### src/hdl/ptwal_meta_mem.sv
// ----------------------------------------------------------------------------
// ptwal_meta_mem
// Per-type fill count and ring write slot. One write and one registered read
// per cycle; a sweep after reset writes every entry to zero.
// ----------------------------------------------------------------------------
module ptwal_meta_mem #(
  parameter int NUM_TYPES = 256,
  parameter int META_W    = 7
) (
  input  logic                         clk,
  input  logic                         rst_n,
  input  logic                         rd_en,
  input  logic [$clog2(NUM_TYPES)-1:0] rd_addr,
  output logic [META_W-1:0]            rd_data,
  input  logic                         wr_en,
  input  logic [$clog2(NUM_TYPES)-1:0] wr_addr,
  input  logic [META_W-1:0]            wr_data,
  output logic                         busy
);

  localparam int TW = $clog2(NUM_TYPES);

  logic [META_W-1:0] mem [NUM_TYPES];
  logic [META_W-1:0] rd_data_r;
  logic              clr_active_r;
  logic [TW-1:0]     clr_addr_r;
  logic              mem_we;
  logic [TW-1:0]     mem_waddr;
  logic [META_W-1:0] mem_wdata;

  always_ff @(posedge clk) begin
    if (!rst_n) begin
      clr_active_r <= 1'b1;
      clr_addr_r   <= '0;
    end else if (clr_active_r) begin
      clr_addr_r <= clr_addr_r + 1'b1;
      if (clr_addr_r == TW'(NUM_TYPES - 1)) begin
        clr_active_r <= 1'b0;
      end
    end
  end

  assign mem_we    = clr_active_r | wr_en;
  assign mem_waddr = clr_active_r ? clr_addr_r : wr_addr;
  assign mem_wdata = clr_active_r ? '0 : wr_data;

  always_ff @(posedge clk) begin
    if (mem_we) begin
      mem[mem_waddr] <= mem_wdata;
    end
    if (rd_en) begin
      rd_data_r <= mem[rd_addr];
    end
  end

  assign rd_data = rd_data_r;
  assign busy    = clr_active_r;

endmodule

### config.mk
export PLATFORM = sky130hd
export DESIGN_NAME = ptwal_meta_mem
export DESIGN_NICKNAME = d
export VERILOG_FILES = /design/src/hdl/ptwal_meta_mem.sv
export SDC_FILE = /design/constraint.sdc
export NUM_CORES = 2
export LEC_CHECK = 0
export BUFFER_PORTS_ARGS = -buffer_cell sky130_fd_sc_hd__buf_2
export CORE_AREA = 2 2 453 455
export CTS_CLUSTER_DIAMETER = 120
export CTS_CLUSTER_SIZE = 30
export DETAILED_ROUTE_END_ITERATION = 6
export DIE_AREA = 0 0 455 457
export SYNTH_ARGS = -nofsm -noshare
export SYNTH_HDL_FRONTEND = slang
export SYNTH_SLANG_ARGS = --single-unit
### constraint.sdc
create_clock -name clk -period 10.8 [get_ports clk]
set_clock_uncertainty 0.1 [all_clocks]
set_input_delay 1.08 -clock clk [delete_from_list [all_inputs] [get_ports clk]]
set_output_delay 1.08 -clock clk [all_outputs]
set_load 0.1 [all_outputs]
==> impl_metrics.ini <==
[run_status]
status = complete, no violations

[cts]
cts-root-buf = clkbuf_16
cts.sinks = 1808
tritoncts = yes
clock_latency_ns = 0.74
clkTransAtPathRegs_ns = 0.12
cts_setup_buffers = 0
cts.htree.levels = 3
cts_made_buffers = 70
post_cts_resized = 0
postCtsHoldBufs = 0
clockBufferDepth = 3

[synthesis]
yosysSeqAreaShare_pct = 76.54
synth_area_mm2 = 0.07082
synth.distinct_cells = 60
synth_area_per_cell_um2 = 20.47
synth_nets = 3488
synthArstFlopShare_pct = 0
ys_seq_elements = 1808
syn_inst = 3460
synth-main-ff-cell = edfxtp_1
synth_warnings = 0
synth-edff-count = 1799

[placement]
gp_congestion = 0.8212
io_buffers = 34
dp_hpwl_mm = 108.9
dp_cells = 6047

[worst_hold_path]
hp-class = reg -> reg
hp-start = clr_addr_r[7]

[pwr]
p_leak_nw = 23.04
powerDensity_mw_per_mm2 = 152.2
peakVddDrop_v = 0.0001271

[worst_setup_path]
worstSetupEndpointType = register
worstPathArrival_ns = 5.51
crit_path_start_kind = primary input
path_buf_inv = 4
crit_chain = buf_8 > buf_12 > buf_4 > mux4_2 > mux2i_1 > o22ai_1 > a2111oi_0 > buf_4 > a31oi_1 > o211a_1
critPathKind = in -> reg
slowest_stage = a2111oi_0
cp_max_fo = 101
worstPathRequired_ns = 11.19
slowest_delay_ns = 0.84
startpoint = rd_addr[0]
cp_top_family = buffers and inverters
r2r_start = busy
crit_top_cell = buf_4

[drt]
vias = 34270
drt-initial-drc-count = 4604
viasPerCell = 5.586
ant_nets = 0
routed_wl_mm = 180.4
first_pass_iters = 5
wl_per_cell_um = 29.41
drc = 0

[timing]
rsz0062_at_grt = no
finalCriticalPeriod_ns = 5.123
report.final.slew_viol_count = 0
final.setup.tns_ns = 0
hold_viol_final = 0
setup_violations = 0
worst_slew_pin_slew_ns = 1.348
fmax_mhz = 195.2
finalCritPeriodShare_pct = 47.44
max_slew_margin_pct = 9.863

[die]
chipHeight_um = 457
core-area_mm2 = 0.2033
initial_core_util_pct = 34.83
rows = 166
io_pins = 35
die_area_mm2 = 0.2079
die_x_um = 455

[global_routing]
grt.total_usage_pct = 17.10
grt_pass1_wl_mm = 256.4
overflow = 0
grt_max_degree = 217
antenna_found_initial = 10
grt_pass1_vias = 33890

[final_layout]
fin_nets = 3459
instances_no_fill = 6135
utilization_pct = 37.24
layout-drive-gt1-share_pct = 17.13
area_growth_pct = 6.933

[run]
cap_viol_max_count = 0
[synthesized netlist by cell type, types with 12 or more instances]
cell type | number | area [um^2]
a21oi_1 | 63 | 315.3
nor3_1 | 18 | 90.09
mux2i_1 | 140 | 1401
buf_1 | 16 | 60.06
o221ai_1 | 40 | 350.3
buf_2 | 47 | 235.2
buf_6 | 26 | 292.8
buf_4 | 23 | 172.7
or4_1 | 16 | 120.1
a31oi_1 | 13 | 81.33
nand2_1 | 117 | 439.2
o21ai_0 | 14 | 70.07
a211oi_1 | 31 | 232.7
mux4_2 | 355 | 7995
o22ai_1 | 58 | 362.9
nor2b_1 | 16 | 100.1
clkbuf_1 | 76 | 285.3
nor2_1 | 277 | 1040
a22oi_1 | 66 | 495.5
mux2_2 | 26 | 292.8
edfxtp_1 | 1799 | 54020
inv_1 | 12 | 45.04
nand3_1 | 41 | 205.2
nand2b_1 | 12 | 75.07
mux4_1 | 32 | 840.8
[metal layers]
layer	track usage (%)	vias up	wire (um)
li1	-	14170	-
met1	23.95	18500	74220
met2	27.57	1354	87500
met3	1.921	238	11620
met4	6.215	6	7035
met5	0	-	38
[cells by family after synthesis]
family / after synthesis / synth area share (%)
AO/OA/AOI/OAI: 329 / 3.232
XOR/XNOR: 5 / 0.06184
adder cells (fa/ha/maj): 1 / 0.01767
buffers and inverters: 222 / 1.898
flip-flops: 1808 / 76.54
multiplexers: 553 / 14.87
AND/OR/NAND/NOR: 542 / 3.382
[cell type report]
type	instances	area (um^2)
fill	18240	127600
sequential	1808	54200
multi-input combinational	1430	15350
tap	2688	3363
clock buffer	81	1878
timing repair buffer	105	799.5
clock inverter	4	63.81
inverter	16	62.56
antenna	3	7.507
[final timing paths]
kind,end,depth (start not counted),slack [ns]
hold reg to reg,busy,3,0.46
setup reg to reg,mem[109][4],5,6.02
hold / removal,busy,3,0.46
setup / recovery,rd_data[4],10,5.68
[power by group]
group / internal [W] / switching [W] / total [W]
sequential: 0.00760 / 0.00000845 / 0.00761
combinational: 0.000217 / 0.000384 / 0.000601
clock: 0.00126 / 0.00205 / 0.00332
[worst register-to-register path, cell delays in order, from the launching register on]
cell,delay (ns)
dfxtp_2,0.92
nand2_1,0.11
o22ai_1,0.75
nand3_1,1.25
buf_4,0.61
nor2_1,0.66
[state kept, by name (all words and copies together), names as in the netlist]
| register | flops |
|---|---|
| rd_data | 7 |
| mem | 1792 |
| clr_addr_r | 8 |
| busy | 1 |
[cells in the final DEF (no fill, tap or decap), drive strengths merged, types with 9 or more instances in the layout]
cell    instances
mux2           26
dfxtp           9
a22oi          66
mux2i         140
nor2b          16
a31oi          13
and2           11
a211oi         31
clkbuf         81
o32ai          10
o21ai          16
inv            13
or4            16
o221ai         40
mux4          387
edfxtp       1799
nor2          277
nand3          41
o22ai          58
a21oi          63
nor3           18
nand2         117
buf           105
nand2b         12
[metrics by stage]
| step | cell area (um^2) | power (W) | hold WS [ns] | worst slack, ns |
|---|---|---|---|---|
| after global placement | 73740 | 0.008369 | 0.4354 | 4.795 |
| after floorplan | 70820 | 0.008158 | 0.4028 | 1.639 |
| after detailed placement | 73780 | 0.008370 | 0.4375 | 4.736 |
| after CTS | 75720 | 0.01158 | 0.4338 | 5.500 |
| after global routing | 75720 | 0.01181 | 0.4844 | 5.373 |
| final | 75730 | 0.01153 | 0.4633 | 5.677 |
(Power assumes the default switching activity.)
